==> src/design/atsi_pkg.sv <==
// Shared types, constants and helper functions for the ADC table search/interpolate block.
package atsi_pkg;

  // Default calibration table depth
  localparam int TABLE_DEPTH_DEF = 256;

  // Field widths fixed by the interface
  localparam int WORD_W     = 16;
  localparam int POS_W      = 8;
  localparam int TEMP_W     = 13;
  localparam int FOUND_W    = 9;
  localparam int CFG_DATA_W = 9;
  localparam int CFG_IDX_W  = 2;

  // Command queue between front and back end (power of two)
  localparam int QUEUE_DEPTH = 4;
  localparam int QAW         = $clog2(QUEUE_DEPTH);

  // Arithmetic widths
  localparam int TEMP_ACC_W = 24;  // temperature accumulator, signed
  localparam int IDX_ARG_W  = 11;  // holds any table position up to 1024
  localparam int NUM_MAG_W  = 20;  // |10*(lo - sample)| < 2^20
  localparam int DIV_STEPS  = NUM_MAG_W;
  localparam int DIV_CNT_W  = $clog2(DIV_STEPS);
  localparam int TEMP_MAX   = 4095;
  localparam int TEMP_MIN   = -4096;

  // Configuration register indexes
  localparam logic [CFG_IDX_W-1:0] REG_ENTRIES_IN_USE = 2'd0;
  localparam logic [CFG_IDX_W-1:0] REG_INDEX_MAX      = 2'd1;
  localparam logic [CFG_IDX_W-1:0] REG_INDEX_MIN      = 2'd2;
  localparam logic [CFG_IDX_W-1:0] REG_TEMP_REF       = 2'd3;

  typedef enum logic [0:0] {
    CMD_LOAD    = 1'b0,
    CMD_CONVERT = 1'b1
  } cmd_t;

  typedef enum logic [1:0] {
    ST_INTERP     = 2'd0,
    ST_CLAMP_HIGH = 2'd1,
    ST_CLAMP_LOW  = 2'd2,
    ST_FLAT       = 2'd3
  } status_t;

  typedef enum logic [2:0] {
    BS_IDLE,
    BS_PROBE,
    BS_CMP,
    BS_RDLO,
    BS_RDHI,
    BS_DIV,
    BS_DONE
  } back_state_t;

  typedef struct packed {
    cmd_t              command;
    logic [POS_W-1:0]  entry_index;
    logic [WORD_W-1:0] table_word;
    logic [WORD_W-1:0] sample;
  } in_item_t;

  typedef struct packed {
    logic signed [TEMP_W-1:0] temperature;
    logic [FOUND_W-1:0]       found_index;
    status_t                  status;
  } out_item_t;

  // Decoded operation held in the command queue
  typedef struct packed {
    cmd_t              kind;
    logic [POS_W-1:0]  addr;
    logic [WORD_W-1:0] data;  // table word for a load, sample for a convert
  } op_t;

  typedef struct packed {
    logic [8:0]        entries_in_use;
    logic [8:0]        index_max;
    logic [7:0]        index_min;
    logic signed [7:0] temp_ref;
  } cfg_t;

  // 10 * (pos + ref_deg - 1), tenths of a degree at a table position
  function automatic logic signed [TEMP_ACC_W-1:0] ten_deg(
      input logic [IDX_ARG_W-1:0] pos,
      input logic signed [7:0]    ref_deg);
    logic signed [TEMP_ACC_W-1:0] s;
    s = $signed(TEMP_ACC_W'(pos)) + TEMP_ACC_W'(ref_deg) - TEMP_ACC_W'(1);
    return (s <<< 3) + (s <<< 1);
  endfunction

  // Saturate to the 13-bit signed temperature range
  function automatic logic signed [TEMP_W-1:0] sat_temp(
      input logic signed [TEMP_ACC_W-1:0] t);
    logic signed [TEMP_W-1:0] r;
    if (t > TEMP_ACC_W'(TEMP_MAX)) begin
      r = TEMP_W'(TEMP_MAX);
    end else if (t < TEMP_ACC_W'(TEMP_MIN)) begin
      r = TEMP_W'(TEMP_MIN);
    end else begin
      r = TEMP_W'(t);
    end
    return r;
  endfunction

endpackage

==> src/design/atsi_front.sv <==
// Front end: accepts input beats, decodes them and queues operations for the back end.
module atsi_front #(
  parameter int TABLE_DEPTH = atsi_pkg::TABLE_DEPTH_DEF
) (
  input  logic               clk,
  input  logic               rst,
  input  logic               push,
  output logic               full,
  input  atsi_pkg::in_item_t item,
  output logic               q_empty,
  output atsi_pkg::op_t      q_head,
  input  logic               q_pop
);

  atsi_pkg::op_t            q_mem [atsi_pkg::QUEUE_DEPTH];
  logic [atsi_pkg::QAW-1:0] wr_ptr;
  logic [atsi_pkg::QAW-1:0] rd_ptr;
  logic [atsi_pkg::QAW:0]   count;

  logic          accept;
  logic          keep;
  logic          q_write;
  logic          q_read;
  atsi_pkg::op_t op_in;

  // Decode: loads past the end of the table are dropped here
  always_comb begin
    accept      = push && !full;
    keep        = (item.command == atsi_pkg::CMD_CONVERT) ||
                  (32'(item.entry_index) < TABLE_DEPTH);
    q_write     = accept && keep;
    q_read      = q_pop && !q_empty;
    op_in.kind  = item.command;
    op_in.addr  = item.entry_index;
    op_in.data  = (item.command == atsi_pkg::CMD_CONVERT) ? item.sample : item.table_word;
  end

  assign full    = (count == (atsi_pkg::QAW+1)'(atsi_pkg::QUEUE_DEPTH));
  assign q_empty = (count == '0);
  assign q_head  = q_mem[rd_ptr];

  // Queue pointers and fill count
  always_ff @(posedge clk) begin
    if (rst) begin
      wr_ptr <= '0;
      rd_ptr <= '0;
      count  <= '0;
    end else begin
      if (q_write) begin
        wr_ptr <= wr_ptr + 1'b1;
      end
      if (q_read) begin
        rd_ptr <= rd_ptr + 1'b1;
      end
      if (q_write && !q_read) begin
        count <= count + 1'b1;
      end else if (!q_write && q_read) begin
        count <= count - 1'b1;
      end
    end
  end

  // Queue storage
  always_ff @(posedge clk) begin
    if (q_write) begin
      q_mem[wr_ptr] <= op_in;
    end
  end

endmodule

==> config.mk <==
export PLATFORM = sky130hd
export DESIGN_NAME = atsi_front
export DESIGN_NICKNAME = d
export VERILOG_FILES = /design/src/design/atsi_pkg.sv /design/src/design/atsi_front.sv
export SDC_FILE = /design/constraint.sdc
export NUM_CORES = 1
export LEC_CHECK = 0
export BUFFER_PORTS_ARGS = -buffer_cell sky130_fd_sc_hd__buf_4
export CAP_MARGIN = 15
export CELL_PAD_IN_SITES_DETAIL_PLACEMENT = 0
export CELL_PAD_IN_SITES_GLOBAL_PLACEMENT = 1
export CORE_MARGIN = 4
export CORE_UTILIZATION = 40
export CTS_CLUSTER_SIZE = 30
export DETAILED_ROUTE_END_ITERATION = 6
export PLACE_DENSITY = 0.77
export SLEW_MARGIN = 20
export SYNTH_ARGS = -nofsm -noshare
export SYNTH_HDL_FRONTEND = slang
export SYNTH_SLANG_ARGS = --single-unit
==> constraint.sdc <==
create_clock -name clk -period 2.8 [get_ports clk]
set_input_delay 0.84 -clock clk [delete_from_list [all_inputs] [get_ports clk]]
set_output_delay 0.84 -clock clk [all_outputs]
set_load 0.005 [all_outputs]
==> results of run 1 <==
## power by group through the flow
stage / clock network, uW / logic [uW] / registers (uW)
6_report: 953 / 1120 / 2040
5_1_grt: 1050 / 1240 / 2060
4_1_cts: 994 / 1160 / 2050
2_1_floorplan: 0 / 701 / 2060
3_5_place_dp: 0 / 1160 / 2090
3_3_place_gp: 0 / 1150 / 2080
## cells in the mapped netlist
master	count
edfxtp_1	100
mux4_2	20
mux2_2	16
dfxtp_1	9
nor2_1	6
ha_1	5
mux4_1	5
and2_1	4
buf_2	4
inv_1	4
xor2_1	4
a21oi_1	2
buf_12	2
mux2i_1	2
nand2b_1	2
o21ai_0	2
or3_1	2
buf_6	1
clkbuf_1	1
clkbuf_2	1
fa_1	1
nor3_1	1
nor3b_4	1
o311ai_1	1
o31ai_2	1
## state kept, by name, indices dropped and copies added, names as in the netlist, named ones only
name	cells
q_mem	100
count	3
rd_ptr	2
wr_ptr	2
## worst paths after layout
| kind | endpoint | slack [ns] | cells after the start | startpoint |
|---|---|---|---|---|
| worst min-delay path | wr_ptr[1] | 0.52 | 2 | wr_ptr[1] |
| worst max register to register | count[2] | 0.71 | 8 | count[0] |
| worst max-delay path | q_head[9] | 0.24 | 3 | register |
| worst min register to register | wr_ptr[1] | 0.52 | 2 | wr_ptr[1] |
## logic make-up (layout without fill, tap and decap cells)
logic type | count (synthesis) | after routing | share of synthesized area, %
adders and majority gates | 6 | 6 | 1.914
buffers and inverters | 13 | 101 | 2.203
and+or+nand+nor | 16 | 16 | 2.232
DFF | 109 | 109 | 73.76
muxes | 43 | 43 | 18.12
AOI/OAI and AO/OA | 6 | 6 | 0.9568
xor gates and xnor gates | 4 | 4 | 0.8117
## worst register-to-register path, stage by stage (launching register included)
cell and delay, ns:
dfxtp_1 0.53, nor3b_4 0.09, nor2_1 0.18, ha_1 0.21
inv_1 0.06, fa_1 0.37, xor2_1 0.16, or3_1 0.30
a21oi_1 0.14
## metrics by stage
stage	worst slack, ns	cells	cell area (sq um)
final	0.2425	421	5244
after global routing	0.1449	421	5244
after CTS	0.1902	421	5244
after detailed placement	0.3459	405	5040
after global placement	0.4314	405	5040
after floorplan	0.4225	197	4315
## final cells by class
type / instances / area [sq um]
fillers: 881 / 5172
flip-flops and latches: 109 / 3184
multi-input cells: 75 / 1037
repair buffers: 81 / 633.1
well taps: 136 / 170.2
clock buffers: 10 / 127.6
clock inverters: 6 / 76.32
inverters: 4 / 15.01
## metal layers
layer	wire length, microns	vias to the layer above	track usage (%)
met5	0	-	0
met4	67	0	3.893
met3	331	6	3.043
met2	3668	46	19.74
met1	3243	1041	16.38
li1	-	967	-
==> run_results.csv, run 1 <==
group,metric,value,unit
global_route,first_global_vias,2194,
finish,final_cell_mix,"100 x edfxtp_1, 79 x buf_4, 20 x mux4_2, 16 x mux2_2, 9 x clkbuf_8",
floorplan,io_pins,72,
detailed_routing,vias_per_cell,4.893,
cts,cts_resized,0,
finish,final_common_cell,"edfxtp_1",
detailed_routing,firstDrtPassIters,4,
cts,post_cts_buffers,0,
power_and_ir_drop,seq_power_share,49.6,%
sta,slew_headroom,75.63,%
global_route,grtUsageTotal,12.22,%
cts,cts_tree,"yes",
critical_path,worst_ep_required_time,1.96,ns
power_and_ir_drop,power_density,785.5,nW/um^2
sta,timing.final.crit_period,2.557,ns
sta,max_freq,391.0,MHz
cts,clkTransAtPathRegs,0.10,ns
detailed_routing,dr_total_vias,2060,
logic_synthesis,syn_avg_cell_area,21.91,sq um
placement,gp_congestion,0.6665,
logic_synthesis,synth_top_area_share,69.59,%
logic_synthesis,ys_seq_area_share,73.76,%
power_and_ir_drop,internal-power,3058,uW
critical_path,crit_path_max_incr_delay,0.61,ns
cts,root_buffer,"clkbuf_8",
global_route,grt_start_max_net_pins,26,
critical_path,arrival,1.72,ns
sta,setup_violations,0,
logic_synthesis,syn-cell-area,4315,sq um
global_route,gr-total-overflow,0,
cts,cts_buffers,9,
critical_path,worst-path-max-fanout,25,
cts,htree_levels,3,
status,status,"finished clean",
logic_synthesis,yosysUniqueCellTypes,25,
detailed_routing,drc_errors,0,
power_and_ir_drop,power_frac_clock,23.1,%
sta,drv_slew,0,
finish,post-route-util,50.34,%
critical_path,path_buf_inv,2,
detailed_routing,drt-initial-drc-count,54,
floorplan,die_y,111.9,microns
min_path,hold_class,"reg -> reg",
critical_path,path_class,"reg -> out",
placement,dp_hpwl,4717,microns
logic_synthesis,yosys.area.top_type,"edfxtp_1",
global_route,grt_pass1_wl,11700,microns
finish,drive_gt1_share,47.37,%
floorplan,die_x,111.9,microns
placement,port_buffers,71,
critical_path,path_cells,"buf_12 -> mux4_1 -> buf_4",
cts,clk_path_buf_depth,2,
sta,hold_viol_final,0,
finish,fin_nets,331,
power_and_ir_drop,swShare,25.77,%
power_and_ir_drop,pwr-share-comb,27.2,%
sta,tns,0,ns
power_and_ir_drop,p_leak,0.001841,uW
logic_synthesis,syn_inst,197,
power_and_ir_drop,max-vdd-ir-drop,0.0004049,V
floorplan,rows,37,
critical_path,critPathCaptureType,"primary output",
logic_synthesis,netlist_top_cells_area,"edfxtp_1 70%, mux4_2 10%, dfxtp_1 4.2%",
logic_synthesis,ys.warnings.count,0,
cts,clock_sinks,109,
detailed_routing,wl_per_cell,17.36,microns
sta,worst_slew_pin_slew,0.3655,ns
critical_path,critPathLaunchType,"register",
critical_path,critical_path.top_delay_family,"multiplexers",
floorplan,dieArea,12510,sq um
logic_synthesis,synth_nets,248,
flow_run,max_cap_viol_count,0,
sta,rsz0062_at_grt,"false",
cts,ctsHoldBuffers,0,
power_and_ir_drop,p_total,4119,uW
logic_synthesis,yosys_register_bits,109,
detailed_routing,wirelength,7310,microns
cts,clk_latency,0.36,ns
sta,final.period_utilization,91.34,%
critical_path,critPathSlowestCell,"mux4_1",
detailed_routing,ant_nets,0,
finish,antennaDiodeCount,0,
power_and_ir_drop,power_switching,1062,uW
sta,clock_skew,0.01147,ns
global_route,antenna_found_initial,0,
sta,whs,0.5203,ns
floorplan,start_util,41.43,%
finish,areaGrowthSynthToFinish,21.51,%
floorplan,coreArea,10420,sq um
Power figures use the tool's default switching activity.
==> inputs of run 2 (changes only) <==
- ABC_AREA: default -> 1
- CAP_MARGIN: 15 -> 20
- PLACE_DENSITY: 0.77 -> 0.8
==> run_results.csv, run 2 <==
group,metric,value,unit
sta,final.period_utilization,89.54,%
detailed_routing,firstDrtPassIters,4,
critical_path,path_class,"reg -> out",
global_route,grtUsageTotal,13.63,%
sta,clock_skew,0.01292,ns
cts,cts_tree,"yes",
detailed_routing,drt-initial-drc-count,193,
cts,cts_buffers,9,
critical_path,worst_ep_required_time,1.96,ns
sta,tns,0,ns
global_route,grt_pass1_wl,13490,microns
sta,hold_viol_final,0,
floorplan,die_x,113.8,microns
finish,largest_register_ffs,100,
sta,timing.final.crit_period,2.507,ns
logic_synthesis,ys_seq_area_share,71.06,%
logic_synthesis,yosysMostFrequentCell,"edfxtp_1",
logic_synthesis,netlist_top_cells_area,"edfxtp_1 67%, nor2_1 5.4%, o21ai_0 4.8%",
cts,root_buffer,"clkbuf_8",
power_and_ir_drop,power_density,781.2,nW/um^2
power_and_ir_drop,max-vdd-ir-drop,0.0003427,V
min_path,worstHoldPathCells,2,
finish,reg.largest.list,"q_mem: 100 flops, count: 3 flops",
critical_path,critPathCaptureType,"primary output",
cts,clock_sinks,109,
cts,htree_levels,3,
flow_run,max_cap_viol_count,0,
finish,areaGrowthSynthToFinish,17.91,%
sta,setup_ws,0.2928,ns
placement,gp_congestion,0.7388,
critical_path,critPathLaunchType,"register",
floorplan,die_y,113.8,microns
logic_synthesis,synth-main-ff-cell,"edfxtp_1",
cts,ctsHoldBuffers,0,
sta,drv_slew,0,
cts,clk_latency,0.35,ns
detailed_routing,wl_per_cell,15.69,microns
placement,dp_slack,0.5434,ns
finish,top_register,"q_mem",
floorplan,io_pins,72,
detailed_routing,wirelength,8580,microns
sta,slew_headroom,73.32,%
floorplan,coreArea,10890,sq um
global_route,first_global_vias,2734,
detailed_routing,dr_total_vias,2709,
finish,final_cell_mix,"100 x edfxtp_1, 78 x buf_4, 60 x nor2_1, 43 x o21ai_0, 25 x o22ai_1",
logic_synthesis,syn_avg_cell_area,13.57,sq um
logic_synthesis,synth_nets,381,
logic_synthesis,yosys_register_bits,109,
logic_synthesis,syn_inst,330,
placement,dp_hpwl,5223,microns
global_route,gr-total-overflow,0,
floorplan,dieArea,12960,sq um
logic_synthesis,yosysUniqueCellTypes,23,
floorplan,rows,38,
global_route,grt_start_max_net_pins,51,
detailed_routing,vias_per_cell,4.952,
power_and_ir_drop,p_leak,0.001959,uW
critical_path,ff2ff_path_depth,9,
floorplan,start_util,41.14,%
logic_synthesis,synth_top_area_share,67.04,%
status,status,"finished clean",
logic_synthesis,synthArstFlopShare,0,%
logic_synthesis,synth_commonest_cells,"100 x edfxtp_1, 64 x nor2_1, 43 x o21ai_0, 25 x o22ai_1, 16 x inv_1",
finish,final_common_cell,"edfxtp_1",
critical_path,rr_endpoint,"count[1]",
sta,worst_slew_pin_slew,0.4002,ns
finish,antennaDiodeCount,0,
global_route,antenna_found_initial,0,
critical_path,arrival,1.67,ns
finish,fin_nets,453,
logic_synthesis,syn-cell-area,4479,sq um
min_path,hold_class,"reg -> reg",
detailed_routing,drc_errors,0,
sta,setup_violations,0,
logic_synthesis,ys.warnings.count,0,
min_path,hp-start,"rd_ptr[0]",
sta,rsz0062_at_grt,"false",
detailed_routing,ant_nets,0,
finish,drive_gt1_share,29.24,%
cts,clkTransAtPathRegs,0.10,ns
critical_path,worst-path-max-fanout,50,
logic_synthesis,yosys.area.top_type,"edfxtp_1",
critical_path,rrSetupSlack,0.86,ns
critical_path,critPathCapture,"q_head[24]",
placement,port_buffers,71,
logic_synthesis,synth_edf_count,100,
sta,max_freq,398.8,MHz
cts,post_cts_buffers,0,
cts,clk_path_buf_depth,2,
critical_path,timing.rr.start,"count[1]",
## run 2: cell types whose count changed after synthesis, moves of 5 or more
cell     change
o22ai_1     +25
nor2_1      +58
buf_4        +6
nand2_1     +13
inv_1       +12
o21ai_1      +8
mux4_2      -20
buf_6        +6
mux2_4      +10
o21ai_0     +41
mux4_1       -5
mux2_2      -10
## run 2: worst max-delay path, cell delays in order (launching register included)
cell	delay (ns)
dfxtp_4	0.45
inv_6	0.31
o21ai_0	0.16
o22ai_1	0.22
buf_4	0.16
## run 2: cell families (layout without fill, tap and decap cells)
| group | Yosys count | after routing | share of synthesized area (%) |
|---|---|---|---|
| adder cells (fa/ha/maj) | 6 | 6 | 1.844 |
| multiplexers | 16 | 16 | 4.860 |
| flip-flops | 109 | 109 | 71.06 |
| AO/OA/AOI/OAI | 79 | 79 | 9.525 |
| XOR/XNOR | 1 | 1 | 0.1956 |
| buffers and inverters | 35 | 112 | 5.168 |
| AND/OR/NAND/NOR | 84 | 84 | 7.346 |
## run 2: timing repair
item / in CTS / in global routing
endpoints found under the setup margin: 0 / 6
hold endpoints to repair: 0 / 0
resized for setup: 0 / 4
## run 2: how the worst min path moves through the flow
stage          slack [ns]   endpoint
2_1_floorplan        0.46   register
3_3_place_gp         0.48  rd_ptr[0]
3_5_place_dp         0.50   register
4_1_cts              0.52  rd_ptr[0]
5_1_grt              0.54   register
6_report             0.52  rd_ptr[0]
## run 2: report_power, final
part | internal (uW) | switching (uW)
Combinational | 518 | 635
Sequential | 1990 | 102
Clock | 342 | 535
## run 2: area by class of cell
| class | count | area, sq um |
|---|---|---|
| repair buffers | 78 | 585.6 |
| flip-flops and latches | 109 | 3188 |
| well taps | 140 | 175.2 |
| inverters | 18 | 75.07 |
| clock buffers | 10 | 127.6 |
| multi-input cells | 186 | 1075 |
| fillers | 971 | 5607 |
| clock inverters | 6 | 55.05 |
## run 2: per-stage QoR
stage               util (%)  hold WS, ns  total power (uW)  cells  area (sq um)
detailed placement     46.77       0.5010              3298    531          5092
floorplan                  -       0.4587              2808    330          4479
finish                 48.51       0.5162              4126    547          5281
CTS                    48.45       0.5163              4171    547          5275
global route           48.51       0.5358              4406    547          5281
global placement       46.77       0.4803              3271    531          5092
## run 2: routing by layer
layer,GRT usage [%],vias to the layer above,share of wire (%)
met5,0,-,0
li1,-,1338,-
met2,22.69,64,51
met1,17.55,1305,43
met4,3.405,0,0.48
met3,4.138,2,5.3
